## src/hdl/spq_pkg.sv

```systemverilog
package spq_pkg;

  localparam logic [1:0] ST_DONE  = 2'd0;
  localparam logic [1:0] ST_EMPTY = 2'd1;
  localparam logic [1:0] ST_FULL  = 2'd2;

  // operation applied to every cell in the row this cycle
  typedef struct packed {
    logic enq;
    logic deq;
  } op_t;

  // what a cell shows its right-hand neighbour
  typedef struct packed {
    logic valid;
    logic gt;     // holds an entry whose priority is above the incoming one
  } link_t;

endpackage

```

## src/hdl/spq_in_if.sv

```systemverilog
interface spq_in_if #(
  parameter int EW = 16,
  parameter int PW = 16
) ();
  logic          valid;
  logic          ready;
  logic          action;
  logic [EW-1:0] elem_in;
  logic [PW-1:0] prio_in;

  modport source (output valid, action, elem_in, prio_in, input ready);
  modport sink   (input valid, action, elem_in, prio_in, output ready);
endinterface

```

## src/hdl/spq_out_if.sv

```systemverilog
interface spq_out_if #(
  parameter int EW = 16,
  parameter int PW = 16,
  parameter int CW = 5
) ();
  logic          valid;
  logic          ready;
  logic [1:0]    status;
  logic [EW-1:0] head_elem;
  logic [PW-1:0] head_prio;
  logic [CW-1:0] occupancy;
  logic          is_empty;

  modport source (output valid, status, head_elem, head_prio, occupancy, is_empty,
                  input ready);
  modport sink   (input valid, status, head_elem, head_prio, occupancy, is_empty,
                  output ready);
endinterface

```

## src/hdl/spq_cell.sv

```systemverilog
module spq_cell #(
  parameter int EW = 16,
  parameter int PW = 16
) (
  input  logic           clk,
  input  logic           rst,
  input  spq_pkg::op_t   op,
  input  logic [EW-1:0]  new_elem,
  input  logic [PW-1:0]  new_prio,
  input  spq_pkg::link_t left,
  input  logic [EW-1:0]  left_elem,
  input  logic [PW-1:0]  left_prio,
  input  logic           right_valid,
  input  logic [EW-1:0]  right_elem,
  input  logic [PW-1:0]  right_prio,
  output spq_pkg::link_t link,
  output logic [EW-1:0]  elem,
  output logic [PW-1:0]  prio
);
  import spq_pkg::*;

  logic valid;
  logic take_new;

  // strict compare: equal priorities stay ahead of the newcomer
  assign link.valid = valid;
  assign link.gt    = valid && (prio > new_prio);

  // sorted row: the newcomer lands in the first slot that is free or larger,
  // provided the left side is full and not itself shifting right
  assign take_new = (link.gt || !valid) && left.valid && !left.gt;

  always_ff @(posedge clk) begin
    if (rst) begin
      valid <= 1'b0;
    end else if (op.enq) begin
      valid <= valid || left.valid;
    end else if (op.deq) begin
      valid <= right_valid;
    end
  end

  always_ff @(posedge clk) begin
    if (op.enq) begin
      if (left.gt) begin
        elem <= left_elem;
        prio <= left_prio;
      end else if (take_new) begin
        elem <= new_elem;
        prio <= new_prio;
      end
    end else if (op.deq) begin
      elem <= right_elem;
      prio <= right_prio;
    end
  end

endmodule

```

## src/hdl/stable_sorted_priority_queue.sv

```systemverilog
// Sorted priority queue, smallest priority value at the head.
//
// Channels: "in" carries requests (action 0 = enqueue elem_in/prio_in,
// action 1 = dequeue the head); "out" returns one result per request with
// the status, the head after the request, the occupancy and an empty flag.
// A request is taken when valid and ready are both high at a clock edge.
//
// Storage is a row of CAPACITY cells kept in ascending order. On enqueue
// every cell compares its priority with the incoming one in parallel and
// either holds, takes its left neighbour's entry or takes the new entry;
// on dequeue every cell takes its right neighbour's entry. Equal priorities
// therefore leave in arrival order.
//
// The result is registered and appears in the cycle after the request is taken.
// Throughput: one request per cycle while the receiver takes each result; the row is updated as the request is taken.
// Enqueue on a full queue reports ST_FULL, dequeue on an empty one
// ST_EMPTY, and neither changes the contents.
// A synchronous reset empties the queue and drops any pending result.
// A stalled receiver holds the result register; in.ready falls until the
// pending result is taken, so no request is lost.
module stable_sorted_priority_queue #(
  parameter int CAPACITY  = 16,
  parameter int ELEM_BITS = 16,
  parameter int PRIO_BITS = 16
) (
  input  logic      clk,
  input  logic      rst,
  spq_in_if.sink    in,
  spq_out_if.source out
);
  import spq_pkg::*;

  localparam int CntW = $clog2(CAPACITY + 1);

  logic                 accept;
  logic                 full;
  logic                 empty;
  op_t                  op;
  logic [CntW-1:0]      cnt;
  logic [1:0]           status;
  logic                 res_valid;

  link_t                lnk    [CAPACITY];
  logic [ELEM_BITS-1:0] c_elem [CAPACITY];
  logic [PRIO_BITS-1:0] c_prio [CAPACITY];

  // result register frees up as soon as the receiver takes it
  assign in.ready = !res_valid || out.ready;
  assign accept   = in.valid && in.ready;

  assign full  = (cnt == CntW'(CAPACITY));
  assign empty = (cnt == '0);

  assign op.enq = accept && !in.action && !full;
  assign op.deq = accept &&  in.action && !empty;

  // row of cells; the head sits at index 0
  for (genvar g = 0; g < CAPACITY; g++) begin : g_cell
    link_t                left;
    logic [ELEM_BITS-1:0] left_elem;
    logic [PRIO_BITS-1:0] left_prio;
    logic                 right_valid;
    logic [ELEM_BITS-1:0] right_elem;
    logic [PRIO_BITS-1:0] right_prio;

    if (g == 0) begin : g_head
      // virtual full slot in front of the head that never shifts
      assign left      = '{valid: 1'b1, gt: 1'b0};
      assign left_elem = '0;
      assign left_prio = '0;
    end else begin : g_mid
      assign left      = lnk[g-1];
      assign left_elem = c_elem[g-1];
      assign left_prio = c_prio[g-1];
    end

    if (g == CAPACITY - 1) begin : g_tail
      assign right_valid = 1'b0;
      assign right_elem  = '0;
      assign right_prio  = '0;
    end else begin : g_body
      assign right_valid = lnk[g+1].valid;
      assign right_elem  = c_elem[g+1];
      assign right_prio  = c_prio[g+1];
    end

    spq_cell #(
      .EW (ELEM_BITS),
      .PW (PRIO_BITS)
    ) u_cell (
      .clk         (clk),
      .rst         (rst),
      .op          (op),
      .new_elem    (in.elem_in),
      .new_prio    (in.prio_in),
      .left        (left),
      .left_elem   (left_elem),
      .left_prio   (left_prio),
      .right_valid (right_valid),
      .right_elem  (right_elem),
      .right_prio  (right_prio),
      .link        (lnk[g]),
      .elem        (c_elem[g]),
      .prio        (c_prio[g])
    );
  end

  // occupancy counter
  always_ff @(posedge clk) begin
    if (rst) begin
      cnt <= '0;
    end else if (op.enq) begin
      cnt <= cnt + 1'b1;
    end else if (op.deq) begin
      cnt <= cnt - 1'b1;
    end
  end

  // result handshake and status
  always_ff @(posedge clk) begin
    if (rst) begin
      res_valid <= 1'b0;
    end else if (accept) begin
      res_valid <= 1'b1;
    end else if (out.ready) begin
      res_valid <= 1'b0;
    end
  end

  always_ff @(posedge clk) begin
    if (accept) begin
      if (in.action && empty) begin
        status <= ST_EMPTY;
      end else if (!in.action && full) begin
        status <= ST_FULL;
      end else begin
        status <= ST_DONE;
      end
    end
  end

  // head is read straight from the row and count from the occupancy counter; they only
  // move on a taken request, which also reloads the result register
  assign out.valid     = res_valid;
  assign out.status    = status;
  assign out.head_elem = lnk[0].valid ? c_elem[0] : '0;
  assign out.head_prio = lnk[0].valid ? c_prio[0] : '0;
  assign out.occupancy = cnt;
  assign out.is_empty  = empty;

endmodule

```

## src/flat_wrapper.sv

```systemverilog
// flat-port wrapper written by rule: the top's interface ports become plain ports
module stable_sorted_priority_queue_flat import spq_pkg::*;
#(
  parameter int CAPACITY  = 16,
  parameter int ELEM_BITS = 16,
  parameter int PRIO_BITS = 16
)
  (clk, rst, in_valid, in_action, in_elem_in, in_prio_in, in_ready, out_valid, out_status, out_head_elem, out_head_prio, out_occupancy, out_is_empty, out_ready);
  spq_in_if #(.EW(16), .PW(16)) in_i ();
  spq_out_if #(.EW(16), .PW(16), .CW(5)) out_i ();
  input  logic clk;
  input  logic rst;
  input wire logic [$bits(in_i.valid)-1:0] in_valid;
  input wire logic [$bits(in_i.action)-1:0] in_action;
  input wire logic [$bits(in_i.elem_in)-1:0] in_elem_in;
  input wire logic [$bits(in_i.prio_in)-1:0] in_prio_in;
  output wire logic [$bits(in_i.ready)-1:0] in_ready;
  output wire logic [$bits(out_i.valid)-1:0] out_valid;
  output wire logic [$bits(out_i.status)-1:0] out_status;
  output wire logic [$bits(out_i.head_elem)-1:0] out_head_elem;
  output wire logic [$bits(out_i.head_prio)-1:0] out_head_prio;
  output wire logic [$bits(out_i.occupancy)-1:0] out_occupancy;
  output wire logic [$bits(out_i.is_empty)-1:0] out_is_empty;
  input wire logic [$bits(out_i.ready)-1:0] out_ready;
  assign in_i.valid = in_valid;
  assign in_i.action = in_action;
  assign in_i.elem_in = in_elem_in;
  assign in_i.prio_in = in_prio_in;
  assign in_ready = in_i.ready;
  assign out_valid = out_i.valid;
  assign out_status = out_i.status;
  assign out_head_elem = out_i.head_elem;
  assign out_head_prio = out_i.head_prio;
  assign out_occupancy = out_i.occupancy;
  assign out_is_empty = out_i.is_empty;
  assign out_i.ready = out_ready;
  stable_sorted_priority_queue #(.CAPACITY(CAPACITY), .ELEM_BITS(ELEM_BITS), .PRIO_BITS(PRIO_BITS)) u_core (.clk(clk), .rst(rst), .in(in_i), .out(out_i));
endmodule
```

## config.mk

```make
export PLATFORM = sky130hd
export DESIGN_NAME = stable_sorted_priority_queue_flat
export DESIGN_NICKNAME = d
export VERILOG_FILES = /design/src/hdl/spq_pkg.sv /design/src/hdl/spq_in_if.sv /design/src/hdl/spq_out_if.sv /design/src/hdl/spq_cell.sv /design/src/hdl/stable_sorted_priority_queue.sv /design/src/flat_wrapper.sv
export SDC_FILE = /design/constraint.sdc
export NUM_CORES = 2
export LEC_CHECK = 0
export BUFFER_PORTS_ARGS = -buffer_cell sky130_fd_sc_hd__buf_2
export CAP_MARGIN = 25
export CORE_UTILIZATION = 55
export CTS_CLUSTER_DIAMETER = 150
export CTS_CLUSTER_SIZE = 10
export DETAILED_ROUTE_END_ITERATION = 10
export PLACE_DENSITY = 0.71
export SLEW_MARGIN = 20
export SYNTH_ARGS = -nofsm -noshare
export SYNTH_HDL_FRONTEND = slang
export SYNTH_SLANG_ARGS = --single-unit
```

## constraint.sdc

```tcl
create_clock -name clk -period 11.95 [get_ports clk]
set_input_delay 1.195 -clock clk [delete_from_list [all_inputs] [get_ports clk]]
set_output_delay 1.195 -clock clk [all_outputs]
set_load 0.02 [all_outputs]
```

; Yosys cells after proc, flatten, opt, wreduce, memory -nomap -nowiden
; Cells that the tools add are included.
[totals]
ff_bits = 536
latchBits = 0
ramBits = 0
romBits = 0
inputBits = 37
output_inout_bits = 42
word_cells = 389
n_memories = 0
[op_classes]
add_sub_neg = 2
n_mul = 0
div = 0
n_lt_le_gt_ge = 16
eq_ne = 17
shifts = 0
n_mux = 164
n_bitwise = 0
n_reduce_logical = 139
[op_table]
columns = cell, count
row1 = 16-bit 2-to-1 mux, 127
row2 = 16-bit > comparator, 16
row3 = 1-bit logical AND, 53
row4 = 3-bit != test (second input constant), 14
row5 = 1-bit zero test, 35
row6 = 1-bit 2-to-1 mux, 34
row7 = 1-bit logical OR, 32
row8 = 2-bit AND reduction, 16
row9 = 5-bit 2-to-1 mux, 2
row10 = 5-bit by 1-bit adder with 5-bit output (second input constant), 1
row11 = 5-bit == test (second input constant), 1
row12 = 5-bit zero test, 1
row13 = 5-bit by 1-bit subtractor with 5-bit output (second input constant), 1
row14 = 2-bit nonzero test, 2
row15 = 3-bit by 2-bit != test with 1-bit output (second input constant), 1
row16 = 2-bit 2-to-1 mux, 1
row17 = 2-bit by 1-bit != test with 1-bit output (second input constant), 1

; Longest topological paths before layout
[depth]
depth_word = 8
ltp_mapped = 13
depth_no_buf = 10

; By module
; A second synthesis with hierarchy kept.
[hier_totals]
cells_unflattened = 3443
area_unflattened_um2 = 34941.0
[by_module_without_submodules]
columns = module, instances, cells_per_inst, area_per_inst_um2, seq_area_each_um2
row1 = spq_cell (u_core.g_cell[0].u_cell ...), 11, 209, 2144.6, 980.9
row2 = spq_cell (u_core.g_cell[5].u_cell ...), 5, 211, 2123.3, 980.9
row3 = stable_sorted_priority_queue, 1, 89, 734.5, 180.2

; Worst setup path after synthesis
; Ideal clock, no wire load.
[synth_path]
kind = input to register
from = input in_prio_in[15]
to = register u_core.g_cell[11].u_cell.elem[0] (enable)
setup_ps = 470
t_arrival_ps = 5102
required_time_ps = 11480
slack_ps = 6378
path_stages = 8
n_path_buf = 0
path_cell_list = inv_1 ha_1 nand4_1 nor4_2 a21bo_2 nand3_1 a211oi_1 o31ai_1
[synth_between]
elab_chain_cells = 7
word_cells_on_any_way = 10
classes_between = order compare: 2 / eq/ne: 1 / reduce/logical: 7
[synth_lines]
columns = item, line
row1 = start: declaration, flat_wrapper.sv:16  ; input wire logic [$bits(in_i.prio_in)-1:0] in_prio_in;
row2 = 16-bit > comparator, spq_cell.sv:27  ; assign link.gt = valid && (prio > new_prio);
row3 = 1-bit logical AND, spq_cell.sv:27
row4 = 1-bit logical OR, spq_cell.sv:31  ; assign take_new = (link.gt || !valid) && left.valid && !left.gt;
row5 = 1-bit logical AND (2 in series), spq_cell.sv:31
row6 = 3-bit != test (no source line) *, -
row7 = 2-bit AND reduction (no source line) *, -
row8 = end signal: assignment, spq_cell.sv:46  ; elem <= left_elem;
row9 = end signal: assignment, spq_cell.sv:49  ; elem <= new_elem;
row10 = end signal: assignment, spq_cell.sv:53  ; elem <= right_elem;
row11 = end: declaration, spq_cell.sv:17  ; output logic [EW-1:0] elem,
; Every way passes the cells marked *; elsewhere a longest branch is shown, timed or not.
; A chain may end at the register's enable or synchronous reset.

; Final worst setup path
[layout_path]
from = input in_prio_in[7]
to = register u_core.g_cell[2].u_cell.elem[7] (enable)
[layout_between]
elab_chain_cells = 7
word_cells_on_any_way = 10
classes_between = order compare: 2 / eq/ne: 1 / reduce/logical: 7
[layout_lines]
columns = item, line
row1 = 16-bit > comparator, spq_cell.sv:27
row2 = 1-bit logical AND, spq_cell.sv:27
row3 = 1-bit logical OR, spq_cell.sv:31
row4 = 1-bit logical AND (2 in series), spq_cell.sv:31
row5 = 3-bit != test (no source line) *, -
row6 = 2-bit AND reduction (no source line) *, -
row7 = end signal: assignment, spq_cell.sv:46
row8 = end signal: assignment, spq_cell.sv:49
row9 = end signal: assignment, spq_cell.sv:53
row10 = end: declaration, spq_cell.sv:17
; Marks and branches as above.

==> flow_summary.ini <==
[pwr]
clock_power_share_pct = 28.0
p_per_area_mw_per_mm2 = 169
switching_share_pct = 33.1
p_sw_w = 0.00196
totalPowerFinal_w = 0.00592
worst_ir_drop_vdd_v = 0.000123
p_leak_nw = 12.6
pwr-share-comb_pct = 25.3
cellInternalPower_w = 0.00396
seqPwrFrac_pct = 46.7

[routing]
totalWireLength_um = 82800
remaining_drc_errors = 0
vias_per_cell = 6.60
drtAntennaViolNets = 0
wire_per_inst_um = 21.4
dr.first_iter.drc_count = 2981
first_pass_iters = 5
num_vias = 25600

[final_layout]
final_cell_mix = nand2_1, edfxtp_1, nand3_1, o211ai_1, ha_1
finalNetCount = 3385
layout_commonest_cell = nand2_1
finalInstanceArea_mm2 = 0.0351
diodes = 0
areaGrowthSynthToFinish_pct = 8.10
fill_cells = 4791
drive_above_1_share_pct = 9.74

[sta]
finClkSkew_ps = 24.7
max_freq_mhz = 234
setup_viol = 0
setup_tns_ps = 0
worst_slew_pin_slew_ps = 1170
maxSlewHeadroom_pct = 22.2
period_minus_slack_ps = 4280
report.final.slew_viol_count = 0
final.period_utilization_pct = 35.8
hold_viol = 0
rsz0062_at_grt = no

[critical_path]
path_max_fanout = 32
critPathCaptureType = flip-flop
crit_type = in -> reg
rrSetupSlack_ps = 7780
r2r_start = u_core.out.occupancy[0]
critPathCapture = u_core.g_cell[2].u_cell.elem[7]
reg2reg_depth = 10
worstPathRequired_ps = 12280
crit_arrival_ps = 4600
r2r-end = u_core.g_cell[1].u_cell.prio[13]
startpoint = in_prio_in[7]
start_kind = input port

[floorplanning]
dieHeight_um = 245
rows = 88
ios = 79
fp.dieW_um = 245
core_mm2 = 0.0580
initial_core_util_pct = 56.0
fp.dieArea_mm2 = 0.0601

[clock_network]
ctsHoldBuffers = 0
worstSkewPairLatency_ps = 650
clockBufferDepth = 3
cts_max_level = 2
cts_tree = done
post_cts_buffers = 0
cts_resized = 0
cts.clk_slew.worst_paths_ps = 60
root_buffer = clkbuf_16
clock_sinks = 536
cts-buffers-inserted = 59

[logic_synthesis]
avgSynthCellArea_um2 = 10.3
syn_nets = 3448
synth-xor-area-share_pct = 0.108
synthDistinctLibCells = 59
synth_top_family_by_area = simple AND/OR/NAND/NOR gates
async_flop_share_pct = 0
synth_compound_area_share_pct = 17.2
synthCells = 3151
synthSimpleGateAreaFrac_pct = 18.7
ys_warn_count = 0
synth-adder-area-share_pct = 10.0
mappedNetlistArea_mm2 = 0.0325
seq_area_frac_synth_pct = 48.8
muxShareOfSynthArea_pct = 1.05
synth_enable_flop_cells = 514
ys.flop_type = edfxtp_1
ys_seq_elements = 536

[grt]
overflow = 0
grt_usage_pct = 27.5
grt_pass1_vias = 24900
grt_max_degree = 242
grt_pass1_wl_um = 135000
antenna_found_initial = 0

[placed_design]
numPortBuffers = 78
post_dp_cell_area_mm2 = 0.0334
routabilityCongestion = 0.889
post-dp-hpwl_um = 57700

[status]
status = complete, no violations

[min_path]
hold_class = reg -> reg

[flow_run]
drv_cap = 0
-- state kept, by name (all words and copies together), names as in the netlist --
| name | flops |
|---|---|
| u_core.g_cell.u_cell.valid | 16 |
| u_core.g_cell.u_cell.prio | 256 |
| u_core.out.status | 2 |
| u_core.out.occupancy | 5 |
| u_core.out.valid | 1 |
| u_core.g_cell.u_cell.elem | 256 |
-- synthesized netlist by cell type, types with 3 or more instances --
cell type,count,area share [%]
nor2b_1,17,0.33
a31oi_1,7,0.13
a221oi_1,7,0.19
nand4_1,79,1.5
buf_2,91,1.4
nand3_2,28,0.86
and2_1,47,0.90
o311ai_0,3,0.081
o21bai_1,3,0.069
o21ai_0,37,0.57
nor2_1,32,0.37
buf_6,8,0.28
and4_1,5,0.13
a21bo_2,8,0.25
a21oi_1,91,1.4
nand3_1,417,6.4
a21o_1,27,0.62
nand2b_1,7,0.13
a31oi_4,8,0.52
a31o_2,4,0.11
dfxtp_1,22,1.4
o221ai_1,14,0.38
mux2i_1,34,1.0
a211oi_1,27,0.62
a41o_1,8,0.25
a2111o_1,3,0.10
clkbuf_1,141,1.6
ha_1,259,10
inv_1,60,0.69
o211ai_1,412,9.5
a41oi_1,15,0.40
edfxtp_1,514,47
nor3_1,15,0.23
nor4_1,12,0.23
xnor2_1,4,0.11
a2111oi_2,7,0.32
nand2_1,616,7.1
a311oi_4,3,0.24
buf_1,8,0.092
o211ai_2,27,1.0
-- critical path, stage by stage --
cell      delay, ps
buf_2           120
inv_1           600
ha_1            390
a21oi_1         160
o21ai_0         190
a221oi_1        830
a31oi_1         280
o311ai_0        410
nand2_1          90
buf_4           300
-- layer usage --
metal  vias to the layer above  share of wire, %  wire [um]  GRT usage (%)
met4                         0               2.9       2380           9.71
met5                         -                 0          0              0
met2                      1111                45      37200           42.0
li1                      12000                 -          -              -
met1                     12400                45      36900           40.6
met3                       134               7.5       6210           2.97
-- kinds of logic (layout without fill, tap and decap cells) --
group	count (synthesis)	count (layout)
DFF	536	536
AOI/OAI and AO/OA	722	722
muxes	34	34
and+or+nand+nor	1285	1285
xor gates and xnor gates	4	4
adders and majority gates	260	260
buffers and inverters	310	269
-- power groups by stage --
stage,clock [W],combinational [W],sequential [W]
5_1_grt,0.00174,0.00167,0.00279
2_1_floorplan,0,0.00107,0.00273
3_5_place_dp,0,0.00147,0.00279
6_report,0.00166,0.00150,0.00276
3_3_place_gp,0,0.00139,0.00278
4_1_cts,0.00168,0.00148,0.00276
-- how the worst min path moves through the flow --
stage	depth (start not counted)	from	endpoint	slack, ps
global placement	2	u_core.out.occupancy[3]	u_core.out.occupancy[3]	490
CTS	2	u_core.out.occupancy[3]	u_core.out.occupancy[3]	510
global route	2	u_core.g_cell[15].u_cell.elem[2]	u_core.g_cell[14].u_cell.elem[2]	550
detailed placement	2	u_core.out.occupancy[3]	u_core.out.occupancy[3]	500
floorplan	2	u_core.g_cell[15].u_cell.valid	u_core.g_cell[14].u_cell.valid	480
finish	2	u_core.out.occupancy[3]	u_core.out.occupancy[3]	500
-- final cells by class --
type / count / area [um2] / area share [%]
Multi-Input combinational cell: 2305 / 15500 / 44.1
Clock buffer: 81 / 1600 / 4.56
Inverter: 60 / 233 / 0.662
Sequential cell: 536 / 15900 / 45.2
Tap cell: 765 / 957 / 2.72
Clock inverter: 2 / 50.0 / 0.142
Timing Repair Buffer: 126 / 908 / 2.59
-- per-stage QoR --
step	instances	setup WS [ps]	util (%)	hold WS [ps]
after floorplan	3151	6380	-	480
after global placement	3785	6940	57.4	490
after detailed placement	3788	6930	57.5	503
after CTS	3871	7590	60.4	512
after global routing	3875	7470	60.5	551
final	3875	7670	60.5	502
Note: power is estimated with default switching activity, not from simulation.
